--- src/iovl_ram.sv ---
// generic single write port ram with registered read
`default_nettype none
module iovl_ram #(
  parameter int unsigned WIDTH = 8,
  parameter int unsigned DEPTH = 16
) (
  input  wire logic                     clk_i,
  input  wire logic                     we_i,
  input  wire logic [$clog2(DEPTH)-1:0] waddr_i,
  input  wire logic [WIDTH-1:0]         wdata_i,
  input  wire logic                     re_i,
  input  wire logic [$clog2(DEPTH)-1:0] raddr_i,
  output logic      [WIDTH-1:0]         rdata_o
);

  logic [WIDTH-1:0] mem_q [DEPTH];

  always_ff @(posedge clk_i) begin
    if (we_i) begin
      mem_q[waddr_i] <= wdata_i;
    end
  end

  // read data holds until the next read
  always_ff @(posedge clk_i) begin
    if (re_i) begin
      rdata_o <= mem_q[raddr_i];
    end
  end

endmodule
`default_nettype wire

--- config.mk ---
export PLATFORM = sky130hd
export DESIGN_NAME = iovl_ram
export DESIGN_NICKNAME = d
export VERILOG_FILES = /design/src/iovl_ram.sv
export SDC_FILE = /design/constraint.sdc
export NUM_CORES = 1
export LEC_CHECK = 0
export BUFFER_PORTS_ARGS = -buffer_cell sky130_fd_sc_hd__buf_2
export CAP_MARGIN = 20
export CELL_PAD_IN_SITES_DETAIL_PLACEMENT = 2
export CELL_PAD_IN_SITES_GLOBAL_PLACEMENT = 2
export CORE_AREA = 2 2 136 138
export CTS_BUF_LIST = sky130_fd_sc_hd__clkbuf_16
export DETAILED_ROUTE_END_ITERATION = 7
export DIE_AREA = 0 0 138 140
export GPL_TIMING_DRIVEN = 1
export PLACE_DENSITY_LB_ADDON = 0.15
export SKIP_CTS_REPAIR_TIMING = 1
export SYNTH_ARGS = -nofsm -noshare
export SYNTH_HDL_FRONTEND = slang
export SYNTH_SLANG_ARGS = --single-unit
--- constraint.sdc ---
create_clock -name clk_i -period 2.25 [get_ports clk_i]
set_input_delay 0.45 -clock clk_i [delete_from_list [all_inputs] [get_ports clk_i]]
set_output_delay 0.45 -clock clk_i [all_outputs]
set_load 0.05 [all_outputs]
==> summary.txt <==
GRT
  – Largest net degree at the start of global routing: 26
  – Initial antenna violation count: 0
  – First-pass GRT wire length: 18.2 mm
  – Grt total ovfl: 0
  – Vias in the first global route: 2,810
  – GRT Total Usage: 13.4%

Clock tree
  – H-Tree Depth: 4
  – Root buffer cell: clkbuf_16
  – Clock Latency Late Sink: 0.41 ns
  – CTS Buffer Depth: 2
  – CTS buffer count: 17
  – CTS Sinks: 136
  – Clock-pin slew on the worst setup and hold paths: 0.06 ns
  – CTS tree: done

Logic synthesis
  – Synthesis warning total: 0
  – Cells after Synth: 229
  – Adder-Cell Fraction of Synth Area: 0%
  – Synth Net Count: 248
  – Register area share after synthesis: 78.1%
  – Top cell type's share of synthesized area: 78.1%
  – Synthesized cell area: 5230 sq um
  – Simple-gate share of the synthesized area: 3.14%
  – Post-Synth XOR/XNOR Area: 0%
  – Yosys reg bits: 136
  – Unique masters post-synth: 18
  – Compound-Gate Fraction of Synth Area: 2.30%
  – Synth top area cells: edfxtp_1, mux4_2, mux4_1
  – Largest family of logic cells by synthesized area: multiplexers
  – Syn Area/Cell: 22.8 sq um
  – Mux contribution to synthesized area: 14.8%
  – Synth area leader: edfxtp_1

Route
  – Final ANT Viol Nets: 0
  – Drt total wl: 12.0 mm
  – 1st-pass router iterations: 4
  – Vias/cell: 4.67
  – Routed vias: 2,466
  – DR iter-0 viols: 146
  – DRC: 0
  – Routed len/inst: 22.7 microns

Worst setup path
  – Critical path type: in -> reg
  – Critical path arrival: 1.74 ns
  – Maximum fanout along the worst path: 20
  – Worst setup EP type: register
  – Worst R2R Setup Slack: 0.76 ns
  – CP startpoint kind: input pin
  – Worst EP required: 2.41 ns

Floorplan
  – Core Box Area: 17,800 sq um
  – Std-Cell Rows: 49
  – Initial Util: 29.4%
  – Die Wd: 138 microns
  – Ports: 27
  – Die Span Y: 140 microns
  – Die area: 19,300 sq um

Finish
  – Final Non-Filler Cells: 528
  – Multi-input logic area: 1060 sq um
  – Filler instances: 1,728
  – Sequential Area: 4080 sq um
  – Commonest cells after routing, fill and taps aside: edfxtp_1, buf_2, buf_4, mux4_2, clkbuf_16
  – Commonest non-fill, non-tap cell in the layout: edfxtp_1
  – Layout area overhead: 20.1%
  – Post-layout nets: 305
  – Layout cells sized above 1: 31.4%
  – Inserted Diodes: 0

Timing
  – Clock Skew: 0.00670 ns
  – Max-slew violations: 0
  – Worst slew pin tran: 0.410 ns
  – Final setup violation count: 0
  – RSZ-0062 raised after global routing: no
  – Post-Route Setup TNS: 0 ns
  – Rel. slew slack: 72.6%
  – Crit path time final: 1.58 ns
  – Hold violation total from the final report: 0
  – Final period utilization: 70.3%
  – Achievable frequency: 632 MHz

Placement
  – Placed Cells: 496
  – Gpl congestion: 0.657
  – Hpwl dp: 7.81 mm
  – Port bufs: 26

Power
  – Switching Fraction: 21.2%
  – Comb pwr share: 5.6%
  – Clock power frac: 43.6%
  – P_leak: 2.11 nW
  – Sw Pwr: 1.20 mW
  – Max VDD drop: 0.469 mV
  – Power density over the cells: 899 nW/um^2
  – Cell Int Power: 4.45 mW
  – Sequential Power Share: 50.9%

Run
  – Max-Cap Viols: 0

Status
  – Status: finished, final reports clean

Hold path
  – Hold WC Path Type: in -> reg
-- per-stage QoR --
stage	util, %	cell area (sq um)	setup slack, ns	hold slack, ns	total power [mW]
after CTS	35.3	6280	0.642	0.402	5.72
after global routing	35.3	6280	0.558	0.402	5.86
final	35.3	6280	0.668	0.412	5.65
after floorplan	-	5230	0.307	0.549	3.11
after global placement	32.4	5760	0.215	0.741	3.24
after detailed placement	32.4	5760	0.209	0.738	3.25
-- cell usage after synthesis (all sizes together) --
| cell type | count |
|---|---|
| edfxtp | 136 |
| mux4 | 32 |
| a22oi | 16 |
| nor2 | 13 |
| nand2 | 9 |
| buf | 7 |
| nor3 | 4 |
| clkdlybuf4s25 | 3 |
| nand2b | 2 |
| nand3b | 2 |
| and2 | 1 |
| and2b | 1 |
| nand3 | 1 |
| nor2b | 1 |
| or3b | 1 |
-- cell type report --
class | count | area share, %
Clock buffer | 17 | 6.77
Timing Repair Buffer | 48 | 5.30
Sequential cell | 136 | 65.0
Clock inverter | 15 | 1.49
Multi-Input combinational cell | 83 | 16.8
Tap cell | 229 | 4.56
-- sequential cells by signal, indices dropped and copies added (netlist names) --
register and count:
mem_q 128, rdata_o 8
-- power by group through the flow --
stage | registers, mW | logic, mW | clock network [mW]
2_1_floorplan | 2.96 | 0.144 | 0
3_3_place_gp | 2.92 | 0.322 | 0
3_5_place_dp | 2.93 | 0.327 | 0
4_1_cts | 2.87 | 0.328 | 2.52
5_1_grt | 2.88 | 0.347 | 2.64
6_report | 2.87 | 0.315 | 2.46
-- path summary, 6_finish.rpt --
kind,from,endpoint,cells past startpoint
max,raddr_i[0],rdata_o[1]$_DFFE_PP_,5
min,re_i,rdata_o[1]$_DFFE_PP_,1
max reg2reg,mem_q[9][4]$_DFFE_PP_,rdata_o[4]$_DFFE_PP_,3
min reg2reg,mem_q[14][6]$_DFFE_PP_,rdata_o[6]$_DFFE_PP_,3
-- worst max-delay path, cell delays in order --
cell and delay, ns:
buf_2 0.13, buf_12 0.21, mux4_1 0.57, a22oi_1 0.26, nand2_1 0.10
-- cells by family after synthesis --
kind of cell / after synthesis
AND/OR/NAND/NOR: 35
buffers and inverters: 10
multiplexers: 32
flip-flops: 136
AO/OA/AOI/OAI: 16
-- per-layer routing --
layer	global-route usage, %	vias to the layer above	routed length (microns)
met1	17.5	1311	5540
met2	21.6	47	5860
met4	5.16	0	207
li1	-	1092	-
met5	0	-	0
met3	3.38	16	385
(Power assumes the default switching activity.)
