### src/iovl_pkg.sv
// shared types and constants of the interval overlap accumulator
`default_nettype none
package iovl_pkg;

  localparam int unsigned MAX_INTERVALS = 1024;
  localparam int unsigned DATA_W        = 64;
  localparam int unsigned ADDR_W        = $clog2(MAX_INTERVALS);
  localparam int unsigned CNT_W         = $clog2(MAX_INTERVALS + 1);
  localparam int unsigned ENTRY_W       = 2 * DATA_W;

  typedef enum logic [1:0] {
    FUNC_CLEAR  = 2'd0,
    FUNC_APPEND = 2'd1,
    FUNC_QUERY  = 2'd2
  } func_e;

  typedef enum logic [1:0] {
    STAT_OK       = 2'd0,
    STAT_OVERFLOW = 2'd1,
    STAT_FULL     = 2'd2
  } status_e;

  typedef struct packed {
    logic [DATA_W-1:0] a;
    logic [DATA_W-1:0] b;
    logic              sub;
  } alu_req_t;

  typedef struct packed {
    logic [DATA_W-1:0] sum;
    logic              carry;
  } alu_res_t;

endpackage
`default_nettype wire

### src/iovl_alu.sv
// shared 64-bit add / subtract unit with carry out
`default_nettype none
module iovl_alu import iovl_pkg::*; (
  input  wire alu_req_t req_i,
  output alu_res_t      res_o
);

  logic [DATA_W:0]   full;
  logic [DATA_W-1:0] b_op;

  // subtract: carry set means a >= b
  assign b_op = req_i.sub ? ~req_i.b : req_i.b;
  assign full = {1'b0, req_i.a} + {1'b0, b_op} + {{DATA_W{1'b0}}, req_i.sub};

  assign res_o.sum   = full[DATA_W-1:0];
  assign res_o.carry = full[DATA_W];

endmodule
`default_nettype wire

### config.mk
export PLATFORM = sky130hd
export DESIGN_NAME = iovl_alu
export DESIGN_NICKNAME = d
export VERILOG_FILES = /design/src/iovl_pkg.sv /design/src/iovl_alu.sv
export SDC_FILE = /design/constraint.sdc
export NUM_CORES = 1
export LEC_CHECK = 0
export ABC_AREA = 1
export BUFFER_PORTS_ARGS = -buffer_cell sky130_fd_sc_hd__buf_2
export CAP_MARGIN = 20
export CORE_ASPECT_RATIO = 1.4
export CORE_UTILIZATION = 58
export DETAILED_ROUTE_END_ITERATION = 10
export PLACE_DENSITY = 0.9
export SLEW_MARGIN = 0
export SYNTH_ARGS = -nofsm -noshare
export SYNTH_HDL_FRONTEND = slang
export SYNTH_SLANG_ARGS = --single-unit
### constraint.sdc
create_clock -name vclk -period 11.9
set_clock_uncertainty 0.2 [all_clocks]
set_input_delay 3.57 -clock vclk [all_inputs]
set_output_delay 3.57 -clock vclk [all_outputs]
set_load 0.02 [all_outputs]
==> results of run 1 <==
## metal layers
layer,vias up,share of wire (%),global-route usage (%),wire length (um)
met5,-,0,0,0
met1,3391,34,39.5,8020
li1,4033,-,-,-
met4,0,10,40.4,2420
met2,405,47,74.9,11000
met3,140,8.0,8.41,1870
## synth_stat cells (2+ instances only)
| cell | instances | area, um2 |
|---|---|---|
| a21oi_1 | 83 | 415 |
| nand3b_1 | 3 | 22.5 |
| buf_2 | 6 | 30.0 |
| nand3_2 | 2 | 20.0 |
| xor2_1 | 93 | 815 |
| o21ai_1 | 3 | 15.0 |
| nor2_2 | 14 | 87.6 |
| nor2_1 | 101 | 379 |
| nand2_2 | 16 | 100 |
| inv_2 | 3 | 11.3 |
| nand2_1 | 446 | 1670 |
| nor3_1 | 9 | 45.0 |
| and2_1 | 3 | 18.8 |
| nor3_2 | 5 | 50.1 |
| nand3_1 | 46 | 230 |
| xnor2_1 | 2 | 17.5 |
| o21a_1 | 4 | 30.0 |
| inv_1 | 221 | 830 |
| nor2_4 | 2 | 22.5 |
| ha_1 | 69 | 863 |
| nand4_1 | 3 | 18.8 |
| o21bai_1 | 13 | 97.6 |
| o21ai_0 | 33 | 165 |
## cell type report
| class | instances | area [um2] | share of cell area [%] |
|---|---|---|---|
| inverters | 224 | 841 | 11.8 |
| multi-input cells | 957 | 5160 | 72.2 |
| well taps | 135 | 169 | 2.36 |
| repair buffers | 194 | 973 | 13.6 |
## path summary, 6_finish.rpt
kind | to | slack, ns | depth (start not counted)
min | res_o[1] | 7.25 | 3
max | res_o[26] | 1.58 | 11
## logic make-up after synthesis
group | synth area share [%]
simple gates | 44.5
buf+inv | 14.6
compound gates | 12.5
xor+xnor | 13.8
fa+ha+maj | 14.6
## tightest hold or removal path, cell delays in order
cell,delay (ns)
buf_2,0.10
xor2_1,0.06
buf_2,0.15
## cell usage in the layout, fill, tap and decap left out
| cell | Yosys | final |
|---|---|---|
| buf_4 | 0 | 1 |
| a21oi_1 | 83 | 83 |
| ha_1 | 69 | 69 |
| xnor2_1 | 2 | 2 |
| nor2_1 | 101 | 101 |
| o21bai_1 | 13 | 13 |
| nand2_2 | 16 | 16 |
| fa_1 | 1 | 1 |
| a211oi_1 | 1 | 1 |
| nor2_4 | 2 | 2 |
| o21a_1 | 4 | 4 |
| inv_2 | 3 | 3 |
| nand2_1 | 446 | 446 |
| buf_2 | 6 | 193 |
| nand3b_1 | 3 | 3 |
| nor2_2 | 14 | 14 |
| o211a_1 | 1 | 1 |
| xor2_1 | 93 | 93 |
| o21ai_1 | 3 | 3 |
| o21ai_2 | 1 | 1 |
| nand3_2 | 2 | 2 |
| and2_1 | 3 | 3 |
| o21ai_0 | 33 | 33 |
| nor4_1 | 1 | 1 |
| nor4_2 | 1 | 1 |
| nand4_1 | 3 | 3 |
| a21o_1 | 1 | 1 |
| nor3_2 | 5 | 5 |
| nand3_1 | 46 | 46 |
| inv_1 | 221 | 221 |
| nor3_1 | 9 | 9 |
## through the flow
stage | utilization [%] | total power, uW | cells | instance area, um2 | setup slack [ns]
final | 71.4 | 622 | 1510 | 7140 | 1.58
after global routing | 71.4 | 676 | 1510 | 7140 | 1.38
after CTS | 71.4 | 610 | 1510 | 7140 | 1.69
after detailed placement | 71.4 | 607 | 1510 | 7140 | 1.69
after global placement | 71.4 | 602 | 1510 | 7140 | 1.77
after floorplan | - | 413 | 1188 | 6040 | 2.68
## power by group through the flow
stage          clock network, uW  registers [uW]  logic (uW)
3_5_place_dp                   0               0         607
6_report                       0               0         622
2_1_floorplan                  0               0         413
5_1_grt                        0               0         676
3_3_place_gp                   0               0         602
4_1_cts                        0               0         610
==> flow_summary_export.csv, run 1 <==
group,metric,value,unit
outcome,status,"finished, final reports clean",
setup_path,slowest_stage,"buf_4",
cells_and_area,drive_above_1_share,17.3,%
timing,min_period,10.32,ns
die,core_area,10000,um2
setup_path,cp-start-kind,"primary input",
hold_path,hp-class,"in2out",
timing,finalHoldViolCount,0,
setup_path,cp_common_cell,"nand2_1",
setup_path,crit_family,"simple AND/OR/NAND/NOR gates",
power_and_ir_drop,power_density,87.1,nW/um2
detailed_routing,dr.pass1.iters,9,
setup_path,path_max_fanout,64,
hold_path,worstHoldStart,"req_i[65]",
timing,hold_slack,7.25,ns
synthesis,synth_cell_types,31,
detailed_routing,drc_errors,0,
cells_and_area,clkbuf_count,0,
setup_path,path_cells,"buf_4, xor2_1, ha_1, nand2_1, nor2_1, nand4_1, nand3_1, nand2_1, nand2_1, xor2_1, buf_2",
placed_design,dp.final_hpwl,20400,um
detailed_routing,num_vias,7969,
cts,hold_buffers,0,
timing,period_share,86.7,%
synthesis,synth.yosys.seq_area_share,0,%
flow_run,max_cap_viol_count,0,
cells_and_area,seq_cells,0,
setup_path,arrival,6.55,ns
power_and_ir_drop,pwr-share-clk,0,%
detailed_routing,drt-total-wl,23300,um
global_route,antenna_found_initial,0,
synthesis,synthCells,1188,
die,initial_core_util,60.4,%
timing,setup_tns,0,ns
die,ios,194,
global_route,grt_pass1_vias,7622,
timing,slew_headroom,30.1,%
timing,worst_slew_pin_slew,1.05,ns
cells_and_area,ff_latch_area,0,um2
global_route,overflow,0,
timing,setup_viol,0,
placed_design,routabilityCongestion,1.03,
synthesis,syn-cell-area,6040,um2
detailed_routing,routedWlPerCell,15.4,um
global_route,globalRouteTotalUtil,42.3,%
setup_path,critPathKind,"in2out",
cells_and_area,final_nets,1576,
detailed_routing,vias_per_cell,5.28,
setup_path,path_buf_inv,2,
die,die_w,88.3,um
global_route,grt_max_degree,65,
power_and_ir_drop,leakage,0.00446,uW
synthesis,ys.warnings.count,0,
synthesis,syn_nets,1387,
placed_design,io_buffers,194,
synthesis,syn_area_per_cell,5.09,um2
setup_path,cp-end-kind,"output port",
power_and_ir_drop,peakVddDrop,0.0000548,V
die,dieArea,10800,um2
power_and_ir_drop,switching_power,419,uW
timing,maxSlewViolCount,0,
detailed_routing,postRouteAntennaNets,0,
cts,cts_setup_buffers,0,
global_route,grt_pass1_wl,34900,um
die,die_h,123,um
cells_and_area,layout-area-overhead-vs-synth,18.2,%
timing,fmax,96.9,MHz
setup_path,crit_required,8.13,ns
cells_and_area,diodes,0,
timing,rsz0062_at_grt,"no",
power_and_ir_drop,p_comb_share,100.0,%
cells_and_area,fill_cells,1018,
power_and_ir_drop,power.internal,203,uW
cts,post_cts_resized,0,
detailed_routing,drt-initial-drc-count,403,
setup_path,max_stage_delay,0.75,ns
power_and_ir_drop,p_sw_share,67.4,%
setup_path,setup.worst_path.start,"req_i[0]",
power_and_ir_drop,power_frac_seq,0,%
die,num_rows,43,
(Power assumes the default switching activity.)
==> run 2, diff against run 1 <==
==> constraint.sdc (replaced) <==
create_clock -name vclk -period 12.3
set_clock_uncertainty 0.2 [all_clocks]
set_input_delay 3.69 -clock vclk [all_inputs]
set_output_delay 3.69 -clock vclk [all_outputs]
set_load 0.02 [all_outputs]
==> flow_summary_export.csv, run 2 (synthesis results as in run 1) <==
group,metric,value,unit
power_and_ir_drop,switching_power,404,uW
detailed_routing,dr.pass1.iters,7,
die,core_area,10000,um2
flow_run,max_cap_viol_count,0,
power_and_ir_drop,power_density,84.0,nW/um2
setup_path,arrival,6.73,ns
global_route,grt_max_degree,65,
timing,worst_slew_pin_slew,1.05,ns
cells_and_area,final_cell_area,7140,um2
placed_design,post_dp_cell_area,7140,um2
cts,hold_buffers,0,
power_and_ir_drop,p_comb_share,100.0,%
timing,setup_viol,0,
detailed_routing,routedWlPerCell,15.2,um
placed_design,dp.final_hpwl,20100,um
timing,rsz0062_at_grt,"no",
cells_and_area,ff_latch_area,0,um2
die,num_rows,43,
global_route,globalRouteTotalUtil,41.4,%
detailed_routing,postRouteAntennaNets,0,
timing,setup_tns,0,ns
detailed_routing,drc_errors,0,
power_and_ir_drop,power_frac_seq,0,%
setup_path,cp-start-kind,"primary input",
hold_path,hp-class,"in2out",
cells_and_area,layout-area-overhead-vs-synth,18.2,%
detailed_routing,drt-initial-drc-count,434,
cells_and_area,layout_commonest_cell,"nand2_1",
timing,slew_headroom,30.1,%
cells_and_area,fill_cells,1010,
die,ios,194,
global_route,grt_pass1_wl,34300,um
detailed_routing,vias_per_cell,5.35,
cells_and_area,diodes,0,
placed_design,io_buffers,194,
cells_and_area,final_cell_mix,"nand2_1 (446), inv_1 (221), buf_2 (193)",
cells_and_area,seq_cells,0,
timing,period_share,86.3,%
power_and_ir_drop,peakVddDrop,0.0000489,V
timing,fmax,94.2,MHz
power_and_ir_drop,p_sw_share,67.3,%
cells_and_area,drive_above_1_share,17.3,%
detailed_routing,drt-total-wl,22900,um
timing,maxSlewViolCount,0,
outcome,status,"finished, final reports clean",
global_route,grt_pass1_vias,7538,
detailed_routing,num_vias,8072,
cells_and_area,clkbuf_count,0,
placed_design,routabilityCongestion,1.02,
timing,min_period,10.62,ns
global_route,overflow,0,
cells_and_area,multi_input_area,5160,um2
global_route,antenna_found_initial,0,
power_and_ir_drop,pwr-share-clk,0,%
die,dieArea,10800,um2
setup_path,crit_required,8.41,ns
power_and_ir_drop,power.internal,196,uW
cts,cts_setup_buffers,0,
setup_path,path_max_fanout,64,
cts,post_cts_resized,0,
die,initial_core_util,60.4,%
setup_path,cp-end-kind,"output port",
setup_path,critPathKind,"in2out",
timing,finalHoldViolCount,0,
die,die_w,88.3,um
die,die_h,123,um
cells_and_area,final_nets,1576,
power_and_ir_drop,leakage,0.00446,uW
[run 2: cell counts in the layout (fill, tap and decap cells not counted)]
No cell type changed its count.
[run 2: layer usage]
layer	up-vias	part of all wire, %	routed length, um	track usage (%)
met2	483	48	11000	74.7
met1	3404	33	7640	38.8
met4	0	10	2340	36.8
met5	-	0	0	0
li1	4027	-	-	-
met3	158	8.8	2020	7.94
[run 2: final timing paths]
kind                       from   endpoint  slack (ns)  cells past startpoint
worst max-delay path   req_i[0]  res_o[60]        1.68                     16
worst min-delay path  req_i[65]   res_o[1]        7.48                      3
[run 2: area by class of cell]
type,count,share of cell area [%]
inverters,224,11.8
multi-input cells,957,72.2
repair buffers,194,13.6
well taps,135,2.36
[run 2: power by group through the flow]
stage,Sequential (uW),Clock (uW),Combinational [uW]
final,0,0,600
after global routing,0,0,652
after global placement,0,0,581
after floorplan,0,0,399
after CTS,0,0,588
after detailed placement,0,0,586
[run 2: metrics by stage]
stage / total power, uW / worst slack [ns] / hold slack [ns] / std cells / util (%)
after CTS: 588 / 1.89 / 7.49 / 1510 / 71.4
after global placement: 581 / 1.95 / 7.48 / 1510 / 71.4
after floorplan: 399 / 2.84 / 7.30 / 1188 / -
after global routing: 652 / 1.55 / 7.53 / 1510 / 71.4
final: 600 / 1.68 / 7.48 / 1510 / 71.4
after detailed placement: 586 / 1.89 / 7.48 / 1510 / 71.4
[run 2: worst max-delay path, stage by stage]
cell	delay, ns
buf_4	0.74
xor2_1	0.16
ha_1	0.56
nand2_1	0.25
inv_1	0.13
nand2_1	0.09
nor2_1	0.11
nand2_1	0.07
nand3_2	0.20
nand2_1	0.10
nand2_1	0.13
nand2_1	0.11
nand2_1	0.08
nand2_1	0.05
nand2_1	0.04
buf_2	0.15
==> run 3, diff against run 2 <==
--- a/config.mk
+++ b/config.mk
@@ -9,6 +9,7 @@
 export BUFFER_PORTS_ARGS = -buffer_cell sky130_fd_sc_hd__buf_2
 export CAP_MARGIN = 20
 export CORE_ASPECT_RATIO = 1.4
+export CORE_MARGIN = 2
 export CORE_UTILIZATION = 58
 export DETAILED_ROUTE_END_ITERATION = 10
 export PLACE_DENSITY = 0.9
==> flow_summary_export.csv, run 3 (synthesis results as in run 1) <==
group,metric,value,unit
cells_and_area,final_cell_mix,"nand2_1 (446), inv_1 (221), buf_2 (193)",
cells_and_area,seq_cells,0,
cells_and_area,fin_cells,1513,
timing,maxSlewViolCount,0,
outcome,status,"finished, final reports clean",
detailed_routing,routedWlPerCell,15.3,um
setup_path,critPathKind,"in2out",
timing,period_share,86.4,%
cts,post_cts_resized,0,
setup_path,max_stage_delay,0.77,ns
timing,worst_slew_pin_slew,1.05,ns
setup_path,path_max_fanout,64,
cells_and_area,ff_latch_area,0,um2
setup_path,cp_common_cell,"nand2_1",
power_and_ir_drop,leakage,0.00446,uW
setup_path,slowest_stage,"buf_4",
detailed_routing,drt-initial-drc-count,398,
power_and_ir_drop,p_total,602,uW
placed_design,dp_cells,1513,
power_and_ir_drop,pwr-share-clk,0,%
placed_design,routabilityCongestion,1.08,
power_and_ir_drop,switching_power,406,uW
power_and_ir_drop,p_comb_share,100.0,%
setup_path,arrival,6.74,ns
timing,min_period,10.63,ns
placed_design,dp.final_hpwl,20600,um
placed_design,io_buffers,194,
setup_path,cp-start-kind,"primary input",
timing,setup_tns,0,ns
cells_and_area,layout_commonest_cell,"nand2_1",
global_route,grt_pass1_vias,7691,
detailed_routing,postRouteAntennaNets,0,
timing,setup_viol,0,
setup_path,path_buf_inv,2,
timing,fmax,94.1,MHz
die,ios,194,
power_and_ir_drop,power_frac_seq,0,%
setup_path,setup.worst_path.start,"req_i[0]",
cts,hold_buffers,0,
die,dieArea,11300,um2
cells_and_area,diodes,0,
cts,cts_setup_buffers,0,
global_route,globalRouteTotalUtil,39.2,%
setup_path,crit_required,8.41,ns
detailed_routing,drt-total-wl,23100,um
placed_design,pre_cts_slack,1.73,ns
detailed_routing,vias_per_cell,5.26,
global_route,grt_pass1_wl,35600,um
hold_path,hp-class,"in2out",
detailed_routing,drc_errors,0,
power_and_ir_drop,power_density,84.3,nW/um2
cells_and_area,clkbuf_count,0,
global_route,grt_max_degree,65,
die,die_w,90.3,um
setup_path,worst-path-stages,13,
setup_path,crit_path_end,"res_o[29]",
power_and_ir_drop,p_sw_share,67.5,%
setup_path,path_cells,"buf_4, xnor2_1, fa_1, nand3b_1, nand2_1, nand2_1, nand2_1, nand2_1, nand2_2, nand2_1, nand2_1, xor2_1, buf_2",
timing,rsz0062_at_grt,"no",
cells_and_area,layout-area-overhead-vs-synth,18.3,%
timing,hold_slack,7.49,ns
detailed_routing,num_vias,7955,
cells_and_area,drive_above_1_share,17.3,%
timing,finalHoldViolCount,0,
global_route,antenna_found_initial,0,
die,num_rows,44,
setup_path,cp-end-kind,"output port",
die,die_h,125,um
detailed_routing,dr.pass1.iters,5,
power_and_ir_drop,peakVddDrop,0.0000512,V
cells_and_area,final_nets,1576,
power_and_ir_drop,power.internal,196,uW
global_route,overflow,0,
flow_run,max_cap_viol_count,0,
timing,slew_headroom,30.0,%
setup_path,crit_family,"buffers and inverters",
timing,worst_slack,1.67,ns
die,core_area,10200,um2
die,initial_core_util,59.0,%
-- run 3: how the worst min path moves through the flow --
stage | startpoint | cells after the start | slack, ns | endpoint
finish | req_i[65] | 3 | 7.49 | res_o[1]
global route | req_i[65] | 3 | 7.50 | res_o[1]
floorplan | req_i[1] | 1 | 7.30 | res_o[1]
CTS | req_i[65] | 3 | 7.49 | res_o[1]
detailed placement | req_i[65] | 3 | 7.49 | res_o[1]
global placement | req_i[65] | 3 | 7.48 | res_o[1]
-- run 3: cell type report --
| type | instances | area [um2] |
|---|---|---|
| Tap cell | 138 | 173 |
| Inverter | 224 | 841 |
| Timing Repair Buffer | 194 | 973 |
| Multi-Input combinational cell | 957 | 5160 |
| Fill cell | 1074 | 3090 |
-- run 3: metrics by stage --
step / util [%] / area (um2)
2_1_floorplan: - / 6040
3_3_place_gp: 69.8 / 7150
3_5_place_dp: 69.8 / 7150
4_1_cts: 69.8 / 7150
5_1_grt: 69.8 / 7150
6_report: 69.8 / 7150
-- run 3: power groups by stage --
stage                     clock network (uW)  logic [uW]  registers (uW)
after floorplan                            0         399               0
after global routing                       0         653               0
after global placement                     0         586               0
after detailed placement                   0         591               0
final                                      0         602               0
after CTS                                  0         594               0
-- run 3: metal layers --
layer,share of wire [%],GRT usage [%],routed length (um)
met1,35,37.9,8050
met2,48,72.4,11200
met3,5.8,3.57,1340
met4,11,35.4,2500
met5,0,0,0
